`config.mk`:
```
export PLATFORM = sky130hd
export DESIGN_NAME = cht_ram
export DESIGN_NICKNAME = d
export VERILOG_FILES = /design/src/rtl/cht_ram.sv
export SDC_FILE = /design/constraint.sdc
export NUM_CORES = 1
export LEC_CHECK = 0
export BUFFER_PORTS_ARGS = -buffer_cell sky130_fd_sc_hd__buf_2
export CAP_MARGIN = 20
export CORE_MARGIN = 2
export CORE_UTILIZATION = 51
export DETAILED_ROUTE_END_ITERATION = 8
export PLACE_DENSITY = 0.68
export SKIP_CTS_REPAIR_TIMING = 1
export SKIP_LAST_GASP = 1
export SYNTH_ARGS = -nofsm -noshare
export SYNTH_HDL_FRONTEND = slang
export SYNTH_SLANG_ARGS = --single-unit
```
`constraint.sdc`:
```
create_clock -name clk -period 2.2 [get_ports clk]
set_input_delay 0.22 -clock clk [delete_from_list [all_inputs] [get_ports clk]]
set_output_delay 0.22 -clock clk [all_outputs]
set_load 0.05 [all_outputs]
```
`src/rtl/cht_ram.sv`:
```
// Generic single-write, single-read RAM with registered read data.
// No dependencies.
module cht_ram #(
    parameter int WIDTH = 8,
    parameter int DEPTH = 16
) (
    input  logic                                    clk,
    input  logic                                    we,
    input  logic [((DEPTH > 1) ? $clog2(DEPTH) : 1)-1:0] waddr,
    input  logic [WIDTH-1:0]                        wdata,
    input  logic [((DEPTH > 1) ? $clog2(DEPTH) : 1)-1:0] raddr,
    output logic [WIDTH-1:0]                        rdata
);
    logic [WIDTH-1:0] mem [DEPTH];

    // write port and registered read port
    always_ff @(posedge clk)
    begin
        if (we)
        begin
            mem[waddr] <= wdata;
        end
        rdata <= mem[raddr];
    end
endmodule

```
==> results of run 1 <==
==> registers in the layout, summed over array words and instances, names as in the netlist <==
signal / flops
rdata: 8
mem: 128
==> critical path, stage by stage, from the launching register on <==
cell and delay, ns:
edfxtp_1 0.35, mux4_1 0.56, a22oi_1 0.29, nand2_1 0.08
==> area by class of cell <==
type,count,area [µm²]
clock buffers,18,418
flip-flops and latches,136,4000
repair buffers,44,293
multi-input cells,83,1060
fillers,683,3710
well taps,133,166
clock inverters,14,126
==> cell families (layout without fill, tap and decap cells) <==
| kind of cell | Yosys count | after routing | share of synthesized area, % |
|---|---|---|---|
| AOI/OAI and AO/OA | 16 | 16 | 2.33 |
| buffers and inverters | 10 | 76 | 1.68 |
| muxes | 32 | 32 | 15.0 |
| DFF | 136 | 136 | 77.8 |
| and+or+nand+nor | 35 | 35 | 3.18 |
==> routing by layer <==
layer,wire length [µm],GRT usage [%]
met1,4460,28.4
met2,4760,30.4
met3,528,5.08
met4,130,7.63
met5,0,0
==> where the power goes <==
part | internal [mW] | total [mW] | switching, mW
Sequential | 2.90 | 2.91 | 0.0181
Clock | 1.50 | 2.57 | 1.07
Combinational | 0.116 | 0.325 | 0.209
==> per-stage QoR <==
step | utilization, % | hold WS (ns)
CTS | 62.0 | 0.0799
detailed placement | 56.5 | 0.629
global placement | 56.5 | 0.618
floorplan | - | 0.319
global route | 62.0 | 0.0837
finish | 62.0 | 0.0961
==> Yosys cell counts, drive strengths merged <==
cell type and instances:
nor2 13, mux4 32, nand3 1, edfxtp 128, nand2 9, buf 7
dfxtp 8, or3b 1, clkdlybuf4s25 3, nand2b 2, nor3 4, nand3b 2
a22oi 16, and2b 1, nor2b 1, and2 1
==> worst min-delay path by stage <==
| stage | from | end |
|---|---|---|
| 4_1_cts | wdata[1] | mem[11][1] |
| 5_1_grt | wdata[7] | mem[6][7] |
| 2_1_floorplan | wdata[0] | mem[0][0] |
| 6_report | wdata[5] | mem[1][5] |
| 3_5_place_dp | wdata[5] | mem[3][5] |
| 3_3_place_gp | wdata[7] | mem[6][7] |
==> run metrics, run 1 <==
max frequency 0.720 GHz; initial antenna violation count 0; CORE AREA 0.00977 mm²; endpoints failing setup 0; Max Slew Vio Count 0; Design Power 5.81 mW; crit start category flop; final instance area 0.00606 mm²; Post-DP HPWL 6060 µm; most common cell after layout, fill and taps aside edfxtp_1; die width 104 µm; CP Capture Point rdata[0]; VDD IR max 0.000646 V; Die H 104 µm; Hold Fails Final Rpt 0; setup_tns 0 ns; overflow left after global routing 0; Setup Slack @ Placement 0.489 ns; R2R depth 3; Worst Setup SP mem[5][0]; commonest non-fill, non-tap cells in the layout 128 x edfxtp_1, 25 x buf_2, 18 x mux4_2; WL final 9870 µm; drt wl/cell 23.1 µm; largest net degree at the start of global routing 33; largest cells by area after synthesis edfxtp_1 75%, mux4_2 7.9%, mux4_1 7.1%; syn nets 247; Post-DRT Antenna Nets 0; Cells after Synth 229; post-synthesis sequential area ratio 77.8%; crit path capture type flop; status complete, no violations; min cycle time layout 1.39 ns; Rel. slew slack 52.3%; area grow syn2layout 17.8%; TritonCTS clock tree done; PortBufs 25; crit path DAT 1.79 ns; ant diodes 0; Unique masters post-synth 19; Site Rows 36; period utilization 63.1%; DR vias 2428; worst reg2reg path endpoint rdata[0]; Skew-Pair Late Insertion Delay 0.51 ns; power per standard cell area 958 mW/mm²; skew final 0.00860 ns; CTS Root Cell clkbuf_8; vias in the first global route 2565; final cell count without fillers 428; Yosys reg bits 136; RSZ-0062 raised after global routing false; first-pass GRT wire length 15600 µm; worst hold stages 1; beginning of the worst register-to-register path mem[5][0]; Least-Margin Pin Slew 0.715 ns; DRC viols 0; layout cells sized above 1 31.9%; total leakage power 2.06 nW; die area 0.0109 mm²; GPL Wtd Cong 0.732; MaxCap Viol Count 0; DRT iter0 DRCs 195; Num Clock Sinks 136; Pre-antenna DRT Iters 4; Synth warnings 0; Avg Inst Size Synth 22.5 µm²; nets 300; Crit path required time 2.60 ns; clock-pin slew on the worst setup and hold paths 0.06 ns; IO Count 26; TritonCTS buffer count 17; kind of critical path reg2reg; Crit Path Max Fanout 1; Synth area leader edfxtp_1; Worst Setup Slack, final 0.811 ns; Starting Density 52.7%; GRT Resource Usage Total 20.1%; Synth top area share 74.7%; Synth Cell Area 0.00515 mm²; H-Tree Level Count 4; clock tree buffer depth 2; placed inst area 0.00552 mm²; DP Cell Count 396; Via-to-Cell Ratio 5.67; Hold Crit Class in2reg; FF-to-FF setup slack 0.81 ns
Power figures use the tool's default switching activity.
==> inputs of run 2 (changes only) <==
--- a/config.mk
+++ b/config.mk
@@ -5,6 +5,7 @@
 export SDC_FILE = /design/constraint.sdc
 export NUM_CORES = 1
 export LEC_CHECK = 0
+export ABC_AREA = 1
 export BUFFER_PORTS_ARGS = -buffer_cell sky130_fd_sc_hd__buf_2
 export CAP_MARGIN = 20
 export CORE_MARGIN = 2
==> constraint.sdc (replaced) <==
create_clock -name clk -period 1.36 [get_ports clk]
set_input_delay 0.136 -clock clk [delete_from_list [all_inputs] [get_ports clk]]
set_output_delay 0.136 -clock clk [all_outputs]
set_load 0.05 [all_outputs]
==> run metrics, run 2 <==
final instance area 0.00676 mm²; Post-DRT Antenna Nets 0; MaxCap Viol Count 0; crit path capture type primary output; DR vias 3828; clock tree buffer depth 2; skew final 0.00858 ns; register area 0.00400 mm²; Site Rows 38; Max Slew Vio Count 0; area of the multi-input gates 0.00121 mm²; biggest regs mem x128, rdata x8; setup_tns 0 ns; largest net degree at the start of global routing 65; initial antenna violation count 0; Commonest cells post-synth 173 x nand2_1, 128 x edfxtp_1, 100 x inv_1; GPL Wtd Cong 0.852; period utilization 87.1%; crit-path cells buf_2; Die H 110 µm; max frequency 0.844 GHz; vias in the first global route 3913; crit path DAT 1.05 ns; power per standard cell area 1450 mW/mm²; Synth area leader edfxtp_1; worst path bufs/invs 1; Crit Path Max Fanout 1; IO Count 26; CP max stage cell dfxtp_1; largest stage delay on the critical path 0.35 ns; DRC viols 0; Avg Inst Size Synth 10.5 µm²; Pre-antenna DRT Iters 5; most common cell in the synthesized netlist nand2_1; Main synth FF type edfxtp_1; min-delay src wdata[2]; Synth Cell Area 0.00577 mm²; Synth top area share 66.7%; layout cells sized above 1 14.1%; Unique masters post-synth 12; Hold Crit Class in2reg; max reg flops 128; Post-DP HPWL 7670 µm; Least-Margin Pin Slew 0.359 ns; H-Tree Level Count 4; worst hold slack 0.122 ns; Hold Fails Final Rpt 0; Rel. slew slack 76.1%; EDFF count, synth 128; die area 0.0122 mm²; Via-to-Cell Ratio 5.10; number of fill cells 871; most common cell after layout, fill and taps aside nand2_1; first-pass GRT wire length 20000 µm; beginning of the worst register-to-register path mem[0][7]; nets 616; drt wl/cell 16.8 µm; Num Clock Sinks 136; CTS Root Cell clkbuf_16; overflow left after global routing 0; Reg with most FFs mem; Cells after Synth 551; placed inst area 0.00618 mm²; largest cells by area after synthesis edfxtp_1 67%, nand2_1 11%, nand3_1 8.4%; clock-pin slew on the worst setup and hold paths 0.06 ns; post-synthesis sequential area ratio 69.4%; status complete, no violations; WL final 12600 µm; final core occ 61.8%; Skew-Pair Late Insertion Delay 0.42 ns; GRT Resource Usage Total 23.2%; PortBufs 25; Starting Density 52.7%; CP delay by family, top flip-flops; worst hold stages 1; R2R depth 6; VDD IR max 0.00103 V; TritonCTS buffer count 17; FF-to-FF setup slack 0.33 ns; RSZ-0062 raised after global routing false; share of flip-flops with an asynchronous set or reset 0%; die width 110 µm; WHS Endpoint mem[8][2]; crit start category flop; kind of critical path reg2out; ant diodes 0; syn nets 569; worst reg2reg path endpoint rdata[7]; total leakage power 2.96 nW; Synth warnings 0; Crit path required time 1.22 ns; endpoints failing setup 0; commonest non-fill, non-tap cells in the layout 173 x nand2_1, 128 x edfxtp_1, 100 x inv_1; area grow syn2layout 17.2%; TritonCTS clock tree done; min cycle time layout 1.18 ns; Yosys reg bits 136; DRT iter0 DRCs 319; CORE AREA 0.0109 mm²
-- run 2: cell count changes after synthesis, moves of 10 or more --
cell | before | now
mux4_1 | 14 | 0
nand2_1 | 9 | 173
buf_2 | 3 | 13
nand3_1 | 1 | 97
mux4_2 | 18 | 0
a22oi_1 | 16 | 0
inv_1 | 0 | 100
-- run 2: layout make-up --
type,count,share of cell area (%)
clock inverter,13,1.76
tap,140,2.59
inverter,102,5.66
multi-input combinational,289,17.9
timing repair buffer,52,5.96
sequential,136,59.2
clock buffer,19,6.87
-- run 2: worst register-to-register path, cell delays in order (launching register included) --
cell      delay [ns]
edfxtp_1        0.36
inv_1           0.07
nand2_1         0.05
nand3_1         0.08
nand3_1         0.12
nand3_1         0.17
nand2_1         0.08
-- run 2: layer usage --
layer | vias up | wire (µm) | global-route usage, %
met4 | 0 | 229 | 9.91
met3 | 16 | 819 | 5.53
li1 | 1866 | - | -
met2 | 139 | 5960 | 36.1
met1 | 1807 | 5620 | 31.3
met5 | - | 0 | 0
-- run 2: metrics by stage --
step                      total power [mW]  worst slack [ns]  instances
final                                 9.82             0.175        751
after floorplan                       5.22             0.273        551
after detailed placement              5.48             0.159        719
after CTS                             9.87             0.148        751
after global routing                  10.2             0.131        751
after global placement                5.46             0.172        719
-- run 2: how the worst max path moves through the flow --
| stage | startpoint | to | slack [ns] | cells past startpoint |
|---|---|---|---|---|
| 4_1_cts | rdata[4] | rdata[4] | 0.15 | 1 |
| 5_1_grt | rdata[4] | rdata[4] | 0.13 | 1 |
| 3_5_place_dp | raddr[0] | rdata[7] | 0.16 | 8 |
| 2_1_floorplan | waddr[2] | mem[10][0] | 0.27 | 2 |
| 3_3_place_gp | raddr[0] | rdata[5] | 0.17 | 7 |
| 6_report | rdata[4] | rdata[4] | 0.18 | 1 |
-- run 2: logic make-up (layout without fill, tap and decap cells) --
kind of cell           Yosys count  after routing  share of synthesized area (%)
buffers and inverters          126            186                           9.52
flip-flops                     136            136                           69.4
AND/OR/NAND/NOR                289            289                           21.0
-- run 2: report_power, final --
| part | total (mW) | internal [mW] | switching (mW) | leakage, nW |
|---|---|---|---|---|
| logic | 0.680 | 0.195 | 0.485 | 1.46 |
| registers | 4.71 | 4.69 | 0.0272 | 1.22 |
| clock network | 4.43 | 2.68 | 1.75 | 0.277 |
| total | 9.82 | 7.56 | 2.27 | 2.96 |
