$ cat src/rtl/cht_pkg.sv
// Shared types, widths and codes for the chained hash table core.
// No dependencies; imported by every module of the block but cht_ram.
package cht_pkg;

    localparam int MAX_BUCKETS = 1024;
    localparam int POOL_DEPTH  = 1024;

    localparam int KEY_W   = 31;
    localparam int NAME_W  = 16;
    localparam int YEAR_W  = 12;
    localparam int GRADE_W = 10;
    localparam int BC_W    = 11;
    localparam int STAT_W  = 2;

    localparam int BKT_W   = (MAX_BUCKETS > 1) ? $clog2(MAX_BUCKETS) : 1;
    localparam int NODE_W  = (POOL_DEPTH > 1) ? $clog2(POOL_DEPTH) : 1;
    localparam int CNT_W   = $clog2(POOL_DEPTH + 1);
    localparam int LOAD_W  = CNT_W + 5;
    localparam int DIV_CNT_W = $clog2(KEY_W);

    localparam logic [STAT_W-1:0] ST_INSERTED  = 2'd0;
    localparam logic [STAT_W-1:0] ST_REJECTED  = 2'd1;
    localparam logic [STAT_W-1:0] ST_FOUND     = 2'd2;
    localparam logic [STAT_W-1:0] ST_NOT_FOUND = 2'd3;

    localparam logic FUNC_INSERT = 1'b0;
    localparam logic FUNC_SEARCH = 1'b1;

    // one stored record
    typedef struct packed {
        logic [KEY_W-1:0]   key;
        logic [NAME_W-1:0]  name_handle;
        logic [YEAR_W-1:0]  birth_year;
        logic               gender;
        logic [GRADE_W-1:0] grade_avg;
    } cht_rec_t;

    // link word: valid flag plus node index
    typedef struct packed {
        logic              ok;
        logic [NODE_W-1:0] idx;
    } cht_link_t;

    // status of the modulo unit
    typedef struct packed {
        logic             busy;
        logic             done;
        logic [BC_W-1:0]  rem;
    } cht_mod_stat_t;

endpackage

$ cat src/rtl/cht_mod_unit.sv
// Bit-serial restoring modulo unit: key mod bucket count, one bit a cycle.
// Depends on cht_pkg.
module cht_mod_unit (
    input  logic                       clk,
    input  logic                       rst_n,
    input  logic                       start,
    input  logic [cht_pkg::KEY_W-1:0]  dividend,
    input  logic [cht_pkg::BC_W-1:0]   divisor,
    output cht_pkg::cht_mod_stat_t     stat
);
    import cht_pkg::*;

    localparam logic [DIV_CNT_W-1:0] LAST_BIT = DIV_CNT_W'(KEY_W - 1);

    logic [KEY_W-1:0]     dvd_reg, dvd_next;
    logic [BC_W-1:0]      rem_reg, rem_next;
    logic [DIV_CNT_W-1:0] cnt_reg, cnt_next;
    logic                 busy_reg, busy_next;
    logic                 done_reg, done_next;
    logic [BC_W:0]        trial;

    // one shift, compare and subtract step
    always_comb
    begin
        dvd_next  = dvd_reg;
        rem_next  = rem_reg;
        cnt_next  = cnt_reg;
        busy_next = busy_reg;
        done_next = 1'b0;
        trial     = {rem_reg, dvd_reg[KEY_W-1]};
        if (start)
        begin
            dvd_next  = dividend;
            rem_next  = '0;
            cnt_next  = '0;
            busy_next = 1'b1;
        end
        else if (busy_reg)
        begin
            if (trial >= {1'b0, divisor})
            begin
                rem_next = BC_W'(trial - {1'b0, divisor});
            end
            else
            begin
                rem_next = trial[BC_W-1:0];
            end
            dvd_next = {dvd_reg[KEY_W-2:0], 1'b0};
            cnt_next = cnt_reg + 1'b1;
            if (cnt_reg == LAST_BIT)
            begin
                busy_next = 1'b0;
                done_next = 1'b1;
            end
        end
    end

    always_ff @(posedge clk or negedge rst_n)
    begin
        if (!rst_n)
        begin
            busy_reg <= 1'b0;
            done_reg <= 1'b0;
            cnt_reg  <= '0;
        end
        else
        begin
            busy_reg <= busy_next;
            done_reg <= done_next;
            cnt_reg  <= cnt_next;
        end
    end

    always_ff @(posedge clk)
    begin
        dvd_reg <= dvd_next;
        rem_reg <= rem_next;
    end

    assign stat.busy = busy_reg;
    assign stat.done = done_reg;
    assign stat.rem  = rem_reg;
endmodule

$ cat config.mk
export PLATFORM = sky130hd
export DESIGN_NAME = cht_mod_unit
export DESIGN_NICKNAME = d
export VERILOG_FILES = /design/src/rtl/cht_pkg.sv /design/src/rtl/cht_mod_unit.sv
export SDC_FILE = /design/constraint.sdc
export NUM_CORES = 1
export LEC_CHECK = 0
export BUFFER_PORTS_ARGS = -buffer_cell sky130_fd_sc_hd__buf_2
export CAP_MARGIN = 30
export CORE_MARGIN = 4
export CORE_UTILIZATION = 55
export DETAILED_ROUTE_END_ITERATION = 10
export PLACE_DENSITY_LB_ADDON = 0.15
export SLEW_MARGIN = 10
export SYNTH_ARGS = -nofsm -noshare
export SYNTH_HDL_FRONTEND = slang
export SYNTH_SLANG_ARGS = --single-unit
export TNS_END_PERCENT = 5
$ cat constraint.sdc
create_clock -name clk -period 5.7 [get_ports clk]
set_input_delay 1.425 -clock clk [delete_from_list [all_inputs] [get_ports clk]]
set_output_delay 1.425 -clock clk [all_outputs]
set_load 0.01 [all_outputs]
==> results of run 1 <==
## stage by stage
| stage | instance area (um^2) | utilization | worst slack [ns] |
|---|---|---|---|
| 2_1_floorplan | 2730 | - | 2.27 |
| 3_3_place_gp | 3030 | 0.637 | 1.97 |
| 3_5_place_dp | 3030 | 0.637 | 1.89 |
| 4_1_cts | 3110 | 0.654 | 2.20 |
| 5_1_grt | 3110 | 0.654 | 2.02 |
| 6_report | 3110 | 0.654 | 2.19 |
## kinds of logic (layout without fill, tap and decap cells)
| kind of cell | after synthesis | in the layout | share of synthesized area |
|---|---|---|---|
| AOI/OAI and AO/OA | 39 | 39 | 0.103 |
| xor gates and xnor gates | 9 | 9 | 0.0289 |
| buffers and inverters | 30 | 82 | 0.0508 |
| adders and majority gates | 14 | 14 | 0.0669 |
| and+or+nand+nor | 64 | 64 | 0.112 |
| DFF | 49 | 49 | 0.486 |
| muxes | 38 | 38 | 0.153 |
## cell usage after synthesis (5+ instances only)
| library cell | n | area, um^2 |
|---|---|---|
| a211oi_1 | 7 | 52.6 |
| inv_1 | 15 | 56.3 |
| dfrtp_1 | 7 | 175 |
| nand2_1 | 8 | 30.0 |
| clkbuf_1 | 10 | 37.5 |
| dfxtp_1 | 11 | 220 |
| a21oi_1 | 10 | 50.1 |
| edfxtp_1 | 31 | 931 |
| nand3_1 | 5 | 25.0 |
| ha_1 | 13 | 163 |
| nor3_1 | 6 | 30.0 |
| xor2_1 | 5 | 43.8 |
| nor2_1 | 26 | 97.6 |
| mux2i_1 | 8 | 80.1 |
| mux2_2 | 30 | 338 |
## final cells by class
| class | instances | share of cell area |
|---|---|---|
| flip-flops and latches | 49 | 0.426 |
| multi-input cells | 164 | 0.407 |
| repair buffers | 58 | 0.0941 |
| well taps | 67 | 0.0269 |
| clock buffers | 6 | 0.0233 |
| inverters | 16 | 0.0193 |
| clock inverters | 2 | 0.00322 |
## final timing paths
| check | cells past startpoint | slack (ns) | to |
|---|---|---|---|
| max reg2reg | 9 | 2.99 | rem_reg[0] |
| max in group asynchronous | 1 | 4.59 | busy_reg |
| max | 9 | 2.19 | rem_reg[0] |
| min reg2reg | 2 | 0.53 | rem_reg[3] |
| min | 2 | 0.53 | rem_reg[3] |
| min in group asynchronous | 1 | 0.95 | cnt_reg[2] |
## report_power, final
group	switching, uW	leakage [uW]	internal, uW
logic	254	0.000837	224
registers	42.1	0.000510	437
clock network	106	0.0000450	85.1
total	402	0.00139	747
## routing by layer
metal,global-route usage,vias up,routed length [um]
met3,0.0447,5,435
met2,0.249,74,2220
met5,0,-,0
met1,0.238,887,2320
li1,-,983,-
met4,0.0472,0,42
## critical path, delay by kind of cell
| family | cells | cell delay, ns |
|---|---|---|
| compound gates | 4 | 1.07 |
| fa+ha+maj | 2 | 0.61 |
| buf+inv | 1 | 0.10 |
| simple gates | 2 | 0.51 |
## placed cells by master (no fill, tap or decap), drive strengths merged, types with 3 or more instances in the layout
cell type  count
nand2          8
xor2           5
dfrtp          7
mux2          30
nand4          3
inv           15
clkbuf         6
buf           58
mux2i          8
o21ai          4
edfxtp        31
clkinv         3
a21oi         11
xnor2          4
nand3          5
nor3           6
nor2          26
ha            13
nand2b         4
dfxtp         11
a211oi         9
==> tab_implementation.tex, run 1 <==
\begin{tabular}{lr}
\hline
Metric & Value \\
\hline
\multicolumn{2}{l}{\textbf{CTS}} \\
\quad Max clock buf depth & 2 \\
\quad TritonCTS clock tree & done \\
\quad CTS Root Buffer Type & clkbuf\_8 \\
\quad Clock-pin slew on the worst setup and hold paths & 0.08 ns \\
\quad Total CTS buffers & 5 \\
\quad TritonCTS sink count & 49 \\
\quad Clock latency on the worst-skew pair & between 0.2 and 0.3 ns \\
\quad Count of buffers added by post-CTS timing repair for setup & 0 \\
\quad CTS HTree Levels & 2 \\
\quad Number of resized instances in the post-cts repair step & 0 \\
\quad CTS hold repair buffers & 0 \\
\multicolumn{2}{l}{\textbf{Global route}} \\
\quad Residual overflow from global routing & 0 \\
\quad Pin count of the biggest net entering global routing & 53 \\
\quad Global-route wire length before repair & a little over 8000 um \\
\quad Antenna violations before repair & 0 \\
\quad Number of global-route vias before repair & 1,787 \\
\quad All-Layer GR Usage & 0.167 \\
\multicolumn{2}{l}{\textbf{Place}} \\
\quad Final GP Congestion & 0.863 \\
\quad Port Buffer Count & 57 \\
\quad Sum of net half-perimeters after detailed placement & 3620 um \\
\quad Cell count after placement & roughly 350 \\
\multicolumn{2}{l}{\textbf{Setup path}} \\
\quad Largest fanout of any net on the critical path & 16 \\
\quad Category of the most critical setup path & in2reg \\
\quad Critical R2R Launch & dvd\_reg[30] \\
\quad Crit path from & divisor[0] \\
\quad Required time of the critical path & between 5 and 6 ns \\
\quad CP max stage cell & o311a\_1 \\
\quad Crit-path max cell delay & 0.59 ns \\
\quad Endpoint kind of the worst setup timing path & flop \\
\quad Arrival time at the worst endpoint & 3.72 ns \\
\quad Series of cell instances along the critical path & buf\_2 > ha\_1 > fa\_1 > nand2b\_2 > a21oi\_2 > a41oi\_1 > o311a\_1 > or2\_0 > a311oi\_1 \\
\quad Critical path launch point type & input port \\
\multicolumn{2}{l}{\textbf{Synthesis}} \\
\quad Syn Nets & approximately 300 \\
\quad Number of cells produced by synthesis & 243 \\
\quad Ys async rst share & 0.143 \\
\quad Post-synthesis sequential area ratio & 0.486 \\
\quad Seq cells post-synth & 49 \\
\quad Cell variety after synth & 46 \\
\quad Cell area after synthesis & 2730 um\^{}2 \\
\quad Average instance area after synthesis & 11.2 um\^{}2 \\
\quad Flip-flop cell with the highest count after synthesis & edfxtp\_1 \\
\quad Yosys synthesis warning count & 0 \\
\quad Number of enable flip-flop cells after synthesis & 31 \\
\multicolumn{2}{l}{\textbf{Run}} \\
\quad MaxCap Viol Count & 0 \\
\multicolumn{2}{l}{\textbf{Timing}} \\
\quad Fmax & approximately 280 MHz \\
\quad Minimum period implied by the final worst setup slack & 3.51 ns \\
\quad Crit share post-route & 0.616 \\
\quad Worst-case hold slack & 0.532 ns \\
\quad Setup\_tns & 0 ns \\
\quad Actual slew at the worst max-slew pin & 0.824 ns \\
\quad Max-slew headroom at the worst pin & 0.451 \\
\quad Count of final hold-check violations & 0 \\
\quad Clock Skew & about 0.0057 ns \\
\quad Setup violation total in the final timing report & 0 \\
\quad Number of pins exceeding their max-slew limit in the final report & 0 \\
\quad Unrepaired setup endpoints after global routing & false \\
\multicolumn{2}{l}{\textbf{Floorplanning}} \\
\quad Chip width & a little under 80 um \\
\quad Total die area & 6160 um\^{}2 \\
\quad Initial core utilization & 0.574 \\
\quad I/O pin count & 58 \\
\quad Total core area & around 4800 um\^{}2 \\
\quad Height of the die & between 70 and 80 um \\
\quad Row count & 25 \\
\multicolumn{2}{l}{\textbf{Detailed routing}} \\
\quad Wire length after detailed routing & 5020 um \\
\quad Via Count & 1,949 \\
\quad Detailed router's first-iteration violation count & 172 \\
\quad Detailed-router iteration count before antenna repair & 4 \\
\quad Total DRC errors in the routed layout & 0 \\
\quad Via-to-Cell Ratio & 5.38 \\
\quad Post-route antenna net violation count & 0 \\
\quad Routed length per instance & 13.9 um \\
\multicolumn{2}{l}{\textbf{Run status}} \\
\quad Status & finished, final reports clean \\
\multicolumn{2}{l}{\textbf{Worst hold path}} \\
\quad Kind of path behind the tightest hold check & reg2reg \\
\quad Startpoint of the lowest-slack hold path & rem\_reg[3] \\
\multicolumn{2}{l}{\textbf{Finish}} \\
\quad Synth-to-Final Area Change & 13.9\% \\
\quad Number of antenna cells inserted & 0 \\
\quad FILL cells & 385 \\
\quad Sequential cell area & 1330 um\^{}2 \\
\quad Max reg flops & 31 \\
\quad Area of the multi-input gates & between 1000 and 1500 um\^{}2 \\
\quad Total Nets Final & 353 \\
\quad Share of final-layout standard cells stronger than drive strength 1 & 0.339 \\
\quad Number of non-filler instances in the completed layout & 362 \\
\multicolumn{2}{l}{\textbf{Power and ir drop}} \\
\quad Static leakage & 0.00139 uW \\
\quad P per Cell Area & approximately 370 nW/um\^{}2 \\
\quad Peak ir drop on the vdd network & 0.000301 V \\
\quad Power Total & about 1100 uW \\
\hline
\end{tabular}
No activity file was read; power rests on OpenSTA's default activity.
==> run 2, diff against run 1 <==
Settings changed: ABC_AREA set to 1.
Clock period 5.7 ns to 3.5 ns, I/O delays scaled along.
==> tab_implementation.tex, run 2 <==
\begin{tabular}{lr}
\hline
Metric & Value \\
\hline
\multicolumn{2}{l}{\textbf{Synthesis}} \\
\quad Yosys synthesis warning count & 0 (unchanged) \\
\quad Flip-flop cell with the highest count after synthesis & edfxtp\_1 \\
\quad Ranking of synthesized cells by instance count & nand2\_1 (165), inv\_1 (55), edfxtp\_1 (31) \\
\quad Number of enable flip-flop cells after synthesis & 31 (unchanged) \\
\quad Share of the synthesized area in the top cell type & 0.320 (-0.0210) \\
\quad Syn Nets & 442 (+46\%) \\
\quad Most frequent cell after synthesis & nand2\_1 \\
\quad Seq cells post-synth & 49 (unchanged) \\
\quad Cell area after synthesis & 2910 um\^{}2 (+6.6\%) \\
\quad Number of cells produced by synthesis & 383 (+58\%) \\
\quad Ys async rst share & 0.143 (unchanged) \\
\quad Yosys top cell by area & edfxtp\_1 \\
\quad Average instance area after synthesis & 7.60 um\^{}2 (-32\%) \\
\quad Post-synthesis sequential area ratio & 0.456 (-0.0299) \\
\quad Cell variety after synth & 29 (-37\%) \\
\quad Dominant cells by area after synthesis & edfxtp\_1 (32\%), nand2\_1 (21\%), dfxtp\_1 (7.6\%) \\
\multicolumn{2}{l}{\textbf{Timing}} \\
\quad Actual slew at the worst max-slew pin & 0.846 ns (+0.0218 ns) \\
\quad Count of final hold-check violations & 0 (unchanged) \\
\quad Minimum period implied by the final worst setup slack & 2.59 ns \\
\quad Fmax & 387 MHz \\
\quad Number of pins exceeding their max-slew limit in the final report & 0 (unchanged) \\
\quad Max-slew headroom at the worst pin & 0.433 (-0.0180) \\
\quad Unrepaired setup endpoints after global routing & false \\
\quad Clock Skew & 0.0180 ns (+0.0123 ns) \\
\quad Setup violation total in the final timing report & 0 (unchanged) \\
\quad Setup\_tns & 0 ns (unchanged) \\
\quad Crit share post-route & 0.739 \\
\multicolumn{2}{l}{\textbf{CTS}} \\
\quad Number of resized instances in the post-cts repair step & 0 (unchanged) \\
\quad Count of buffers added by post-CTS timing repair for setup & 0 (unchanged) \\
\quad CTS HTree Levels & 2 (unchanged) \\
\quad CTS Root Buffer Type & clkbuf\_8 \\
\quad CTS hold repair buffers & 0 (unchanged) \\
\quad Clock latency on the worst-skew pair & 0.32 ns (+0.03 ns) \\
\quad Clock-pin slew on the worst setup and hold paths & 0.09 ns (about the same) \\
\quad TritonCTS clock tree & done \\
\quad Max clock buf depth & 2 (unchanged) \\
\quad TritonCTS sink count & 49 (unchanged) \\
\quad Total CTS buffers & 5 (unchanged) \\
\multicolumn{2}{l}{\textbf{Setup path}} \\
\quad CP max stage cell & fa\_1 \\
\quad Worst R2R Path Depth & 11 (+2) \\
\quad Crit-path max cell delay & 0.41 ns (-0.18 ns) \\
\quad Arrival time at the worst endpoint & 2.75 ns (-0.97 ns) \\
\quad Series of cell instances along the critical path & buf\_2 > ha\_1 > fa\_1 > inv\_1 > nand3\_1 > nand3\_1 > nand2\_2 > nand3\_2 > nand2\_1 > nand3\_1 > o21ai\_0 \\
\quad Kind of cell with the highest combined delay on the critical path & simple AND/OR/NAND/NOR gates \\
\quad Buffers plus inverters on the worst setup path & 2 (+1) \\
\quad Endpoint kind of the worst setup timing path & flop \\
\quad Largest fanout of any net on the critical path & 12 (-4) \\
\quad Dominant cell type by count on the critical path & nand3\_1 \\
\quad Critical R2R Launch & dvd\_reg[30] \\
\quad Critical path launch point type & input port \\
\quad FF-to-FF End & rem\_reg[0] \\
\quad Required time of the critical path & 3.66 ns (-2.25 ns) \\
\quad Category of the most critical setup path & in2reg \\
\quad Worst reg-to-reg setup slack & 1.21 ns (-1.78 ns) \\
\multicolumn{2}{l}{\textbf{Detailed routing}} \\
\quad Routed length per instance & 11.6 um (-16\%) \\
\quad Wire length after detailed routing & 5910 um (+18\%) \\
\quad Top Layer Used & met4 \\
\quad Via Count & 2,463 (+26\%) \\
\quad Post-route antenna net violation count & 0 (unchanged) \\
\quad Post-route met1 wirelength & 2990 um (+29\%) \\
\quad Routed met2 length & 2490 um (+12\%) \\
\quad Detailed router's first-iteration violation count & 115 (-33\%) \\
\quad Wire length on met3 & 357 um (-18\%) \\
\quad Detailed-router iteration count before antenna repair & 5 (+1) \\
\quad Via-to-Cell Ratio & 4.84 (-10\%) \\
\quad Total DRC errors in the routed layout & 0 (unchanged) \\
\multicolumn{2}{l}{\textbf{Power and ir drop}} \\
\quad Static leakage & 0.00186 uW (+34\%) \\
\quad Peak ir drop on the vdd network & 0.000331 V (+9.9\%) \\
\quad Power Total & 2130 uW (+86\%) \\
\quad P per Cell Area & 636 nW/um\^{}2 (+72\%) \\
\multicolumn{2}{l}{\textbf{Global route}} \\
\quad Global-route wire length before repair & 10,100 um (+24\%) \\
\quad Antenna violations before repair & 0 (unchanged) \\
\quad Residual overflow from global routing & 0 (unchanged) \\
\quad All-Layer GR Usage & 0.196 (+0.0291) \\
\quad Pin count of the biggest net entering global routing & 35 (-34\%) \\
\quad Number of global-route vias before repair & 2,264 (+27\%) \\
\multicolumn{2}{l}{\textbf{Floorplanning}} \\
\quad Row count & 26 (+4.0\%) \\
\quad Total core area & 5110 um\^{}2 (+7.4\%) \\
\quad Total die area & 6520 um\^{}2 (+5.9\%) \\
\quad Initial core utilization & 0.570 (-0.00466) \\
\quad I/O pin count & 58 (unchanged) \\
\quad Chip width & 80.7 um (+2.9\%) \\
\quad Height of the die & 80.7 um (+2.9\%) \\
\multicolumn{2}{l}{\textbf{Run status}} \\
\quad Status & finished, final reports clean \\
\multicolumn{2}{l}{\textbf{Finish}} \\
\quad Synth-to-Final Area Change & 15.3\% \\
\quad Commonest cells after routing, fill and taps aside & nand2\_1 (165), buf\_2 (57), inv\_1 (55), edfxtp\_1 (31), nand3\_1 (22) \\
\quad Number of non-filler instances in the completed layout & 509 (+41\%) \\
\quad Total Nets Final & 497 (+41\%) \\
\quad Final core occ & 0.657 (+0.00231) \\
\quad Most common library cell in the layout ignoring fill and taps & nand2\_1 \\
\quad Max reg flops & 31 (unchanged) \\
\quad Number of antenna cells inserted & 0 (unchanged) \\
\quad Share of final-layout standard cells stronger than drive strength 1 & 0.198 (-0.141) \\
\multicolumn{2}{l}{\textbf{Place}} \\
\quad Sum of net half-perimeters after detailed placement & 4500 um (+24\%) \\
\quad Cell count after placement & 501 (+42\%) \\
\quad Final GP Congestion & 0.819 (-5.1\%) \\
\quad Port Buffer Count & 57 (unchanged) \\
\multicolumn{2}{l}{\textbf{Run}} \\
\quad MaxCap Viol Count & 0 (unchanged) \\
\multicolumn{2}{l}{\textbf{Worst hold path}} \\
\quad Kind of path behind the tightest hold check & in2async \\
\hline
\end{tabular}
run 2: changes by cell type after synthesis, sizes merged, moves of 12 or more:
cell   change
nand2    +162
inv       +43
mux2      -30
nand3     +24
nor2      -15
nand4     +12
run 2: layer usage:
layer  vias up  global-route usage
met3        10              0.0410
met5         -                   0
li1       1320                   -
met4         0              0.0524
met1      1067               0.297
met2        66               0.284
run 2: area by class of cell:
cell class                 count  area [um^2]
multi-input combinational    261         1280
clock buffer                   5         68.8
tap                           70         87.6
inverter                      59          221
clock inverter                 3         47.5
sequential                    49         1330
fill                         461         1750
timing repair buffer          62          323
run 2: cells by family (layout without fill, tap and decap cells):
kind of cell	Yosys count	count (layout)	share of synthesized area
AOI/OAI and AO/OA	17	17	0.0314
DFF	49	49	0.456
buffers and inverters	73	129	0.104
and+or+nand+nor	227	227	0.337
adders and majority gates	14	14	0.0628
xor gates and xnor gates	3	3	0.00903
run 2: power breakdown:
part,internal (uW),total (uW),leakage [uW],switching (uW)
clock,218,420,0.0000591,202
combinational,368,937,0.00128,569
sequential,710,775,0.000523,65.0
run 2: worst max-delay path by stage:
stage | cells past startpoint | from | slack [ns] | to
after floorplan | 11 | divisor[0] | 1.20 | rem_reg[2]
after global placement | 11 | divisor[0] | 0.66 | rem_reg[0]
after detailed placement | 11 | divisor[0] | 0.60 | rem_reg[0]
after CTS | 11 | divisor[0] | 0.92 | rem_reg[0]
after global routing | 11 | divisor[0] | 0.78 | rem_reg[0]
final | 11 | divisor[0] | 0.91 | rem_reg[0]
run 2: per-stage QoR:
stage / worst slack [ns] / instance area (um^2) / hold slack, ns
after floorplan: 1.20 / 2910 / 0.434
after global placement: 0.662 / 3240 / 0.455
after detailed placement: 0.604 / 3240 / 0.463
after CTS: 0.916 / 3350 / 0.389
after global routing: 0.780 / 3350 / 0.385
final: 0.913 / 3350 / 0.384
==> run 3, diff against run 2 <==
Settings changed: CORE_UTILIZATION 55 to 50.
Clock period 3.5 ns to 2.1 ns, I/O delays scaled along.
==> tab_implementation.tex, run 3 (synthesized netlist as in run 2, its figures left out) <==
\begin{tabular}{lr}
\hline
Metric & Value \\
\hline
\multicolumn{2}{l}{\textbf{Timing}} \\
\quad Crit share post-route & 0.896 \\
\quad Count of final hold-check violations & 0 (unchanged) \\
\quad Clock Skew & 0.00770 ns (-0.0103 ns) \\
\quad Worst-case hold slack & 0.0306 ns (-0.354 ns) \\
\quad Fmax & 531 MHz \\
\quad Actual slew at the worst max-slew pin & 0.315 ns (-0.531 ns) \\
\quad Setup violation total in the final timing report & 0 (unchanged) \\
\quad Number of pins exceeding their max-slew limit in the final report & 0 (unchanged) \\
\quad Unrepaired setup endpoints after global routing & false \\
\quad Minimum period implied by the final worst setup slack & approximately 1.9 ns \\
\quad Max-slew headroom at the worst pin & 0.790 (+0.357) \\
\quad Final Worst Setup Slack & 0.218 ns (-0.695 ns) \\
\quad Setup\_tns & 0 ns (unchanged) \\
\multicolumn{2}{l}{\textbf{Finish}} \\
\quad Total Nets Final & 508 (+2.2\%) \\
\quad FILL cells & 522 (+13\%) \\
\quad Sequential cell area & 1330 um\^{}2 (unchanged) \\
\quad Number of antenna cells inserted & 0 (unchanged) \\
\quad Final core occ & 0.616 (-0.0406) \\
\quad Most common library cell in the layout ignoring fill and taps & nand2\_1 \\
\quad Share of final-layout standard cells stronger than drive strength 1 & 0.216 (+0.0174) \\
\quad Area of the multi-input gates & 1280 um\^{}2 (unchanged) \\
\quad Commonest cells after routing, fill and taps aside & nand2\_1 (165), buf\_2 (57), inv\_1 (55), edfxtp\_1 (31), nand3\_1 (22) \\
\quad Synth-to-Final Area Change & 18.0\% \\
\quad Max reg flops & 31 (unchanged) \\
\multicolumn{2}{l}{\textbf{Global route}} \\
\quad All-Layer GR Usage & 0.180 (-0.0162) \\
\quad Residual overflow from global routing & 0 (unchanged) \\
\quad Antenna violations before repair & 0 (unchanged) \\
\quad Global-route wire length before repair & 10,600 um (+4.7\%) \\
\quad Pin count of the biggest net entering global routing & 37 (+5.7\%) \\
\quad Number of global-route vias before repair & 2,378 (+5.0\%) \\
\multicolumn{2}{l}{\textbf{Place}} \\
\quad Sum of net half-perimeters after detailed placement & 4580 um (+1.7\%) \\
\quad Port Buffer Count & 57 (unchanged) \\
\quad Final GP Congestion & 0.864 (+5.5\%) \\
\quad Minimum setup slack after placement & -0.0541 ns (-0.658 ns) \\
\multicolumn{2}{l}{\textbf{Detailed routing}} \\
\quad Total DRC errors in the routed layout & 0 (unchanged) \\
\quad Post-route antenna net violation count & 0 (unchanged) \\
\quad Via Count & 2,506 (+1.7\%) \\
\quad Detailed-router iteration count before antenna repair & 4 (-1) \\
\quad Via-to-Cell Ratio & 4.80 (-0.79\%) \\
\quad Detailed router's first-iteration violation count & 161 (+40\%) \\
\quad Routed length per instance & 11.7 um (+0.51\%) \\
\quad Wire length after detailed routing & 6100 um (+3.1\%) \\
\multicolumn{2}{l}{\textbf{Setup path}} \\
\quad Critical R2R Launch & dvd\_reg[30] \\
\quad Worst R2R Path Depth & 12 (+1) \\
\quad FF-to-FF End & rem\_reg[9] \\
\quad Capture point of the worst path & rem\_reg[9] \\
\quad Endpoint kind of the worst setup timing path & flop \\
\quad Worst reg-to-reg setup slack & 0.22 ns (-0.99 ns) \\
\quad Crit path from & dvd\_reg[30] \\
\quad Required time of the critical path & 2.31 ns (-1.35 ns) \\
\quad Largest fanout of any net on the critical path & 5 (-7) \\
\quad Critical path launch point type & flop \\
\quad Category of the most critical setup path & reg2reg \\
\quad Arrival time at the worst endpoint & 2.09 ns (-0.66 ns) \\
\multicolumn{2}{l}{\textbf{Run status}} \\
\quad Status & finished, final reports clean \\
\multicolumn{2}{l}{\textbf{CTS}} \\
\quad CTS Root Buffer Type & clkbuf\_8 \\
\quad Clock latency on the worst-skew pair & 0.31 ns (about the same) \\
\quad Total CTS buffers & 5 (unchanged) \\
\quad Number of resized instances in the post-cts repair step & 0 (unchanged) \\
\quad Clock-pin slew on the worst setup and hold paths & 0.10 ns (about the same) \\
\quad Max clock buf depth & 2 (unchanged) \\
\quad CTS hold repair buffers & 0 (unchanged) \\
\quad CTS HTree Levels & 2 (unchanged) \\
\quad TritonCTS clock tree & done \\
\quad TritonCTS sink count & 49 (unchanged) \\
\quad Count of buffers added by post-CTS timing repair for setup & 0 (unchanged) \\
\multicolumn{2}{l}{\textbf{Power and ir drop}} \\
\quad Power Total & 3580 uW (+68\%) \\
\quad P per Cell Area & 1040 nW/um\^{}2 (+64\%) \\
\quad Static leakage & 0.00191 uW (+2.6\%) \\
\quad Peak ir drop on the vdd network & 0.000560 V (+69\%) \\
\multicolumn{2}{l}{\textbf{Run}} \\
\quad MaxCap Viol Count & 0 (unchanged) \\
\multicolumn{2}{l}{\textbf{Floorplanning}} \\
\quad Row count & 27 (+3.8\%) \\
\quad Height of the die & 84.3 um (+4.4\%) \\
\quad Total die area & 7100 um\^{}2 (+9.0\%) \\
\quad Initial core utilization & 0.522 (-0.0477) \\
\quad I/O pin count & 58 (unchanged) \\
\quad Total core area & 5570 um\^{}2 (+9.1\%) \\
\quad Chip width & 84.3 um (+4.4\%) \\
\multicolumn{2}{l}{\textbf{Worst hold path}} \\
\quad Kind of path behind the tightest hold check & in2async \\
\hline
\end{tabular}
## run 3: cell types whose count changed in the layout (fill, tap and decap cells not counted)
cell / before / now
buf_4: 5 / 14
buf_12: 0 / 2
bufinv_16: 1 / 0
clkbuf_1: 0 / 1
clkinv_2: 0 / 1
inv_6: 2 / 1
## run 3: stage by stage
stage / instances / instance area (um^2)
2_1_floorplan: 383 / 2910
3_3_place_gp: 514 / 3350
3_5_place_dp: 514 / 3350
4_1_cts: 522 / 3430
5_1_grt: 522 / 3430
6_report: 522 / 3430
## run 3: layout make-up
| class | count | share of cell area |
|---|---|---|
| clock buffers | 6 | 0.0211 |
| well taps | 72 | 0.0262 |
| clock inverters | 2 | 0.00401 |
| repair buffers | 73 | 0.125 |
| flip-flops and latches | 49 | 0.386 |
| multi-input cells | 261 | 0.373 |
| inverters | 59 | 0.0645 |
## run 3: report_power, final
group          switching, uW  total [uW]  leakage, uW  internal [uW]
clock                    340         579    0.0000456            238
combinational            977        1720      0.00134            743
sequential              98.5        1280     0.000523           1180
total                   1420        3580      0.00191           2160
## run 3: how the worst min path moves through the flow
stage / slack (ns) / start / cells after the start / end
finish: 0.03 / rst_n / 1 / done_reg
global route: 0.02 / rst_n / 1 / busy_reg
CTS: 0.02 / rst_n / 1 / busy_reg
detailed placement: 0.36 / rst_n / 1 / done_reg
global placement: 0.36 / rst_n / 1 / cnt_reg[2]
floorplan: 0.23 / rst_n / 0 / busy_reg
## run 3: routing by layer
metal | track usage | share of wire
met3 | 0.0442 | 0.066
met4 | 0.0512 | 0.013
met2 | 0.283 | 0.45
met1 | 0.246 | 0.47
met5 | 0 | 0
## run 3: critical path, stage by stage (launching register included)
cell and delay (ns):
edfxtp_1 0.33, inv_1 0.05, ha_1 0.21, fa_1 0.40, inv_1 0.09, nand3_1 0.09
nand3_1 0.11, nand2_2 0.06, nand3_2 0.09, buf_4 0.17, nand3_2 0.08, nand2_1 0.07
nand2_1 0.05
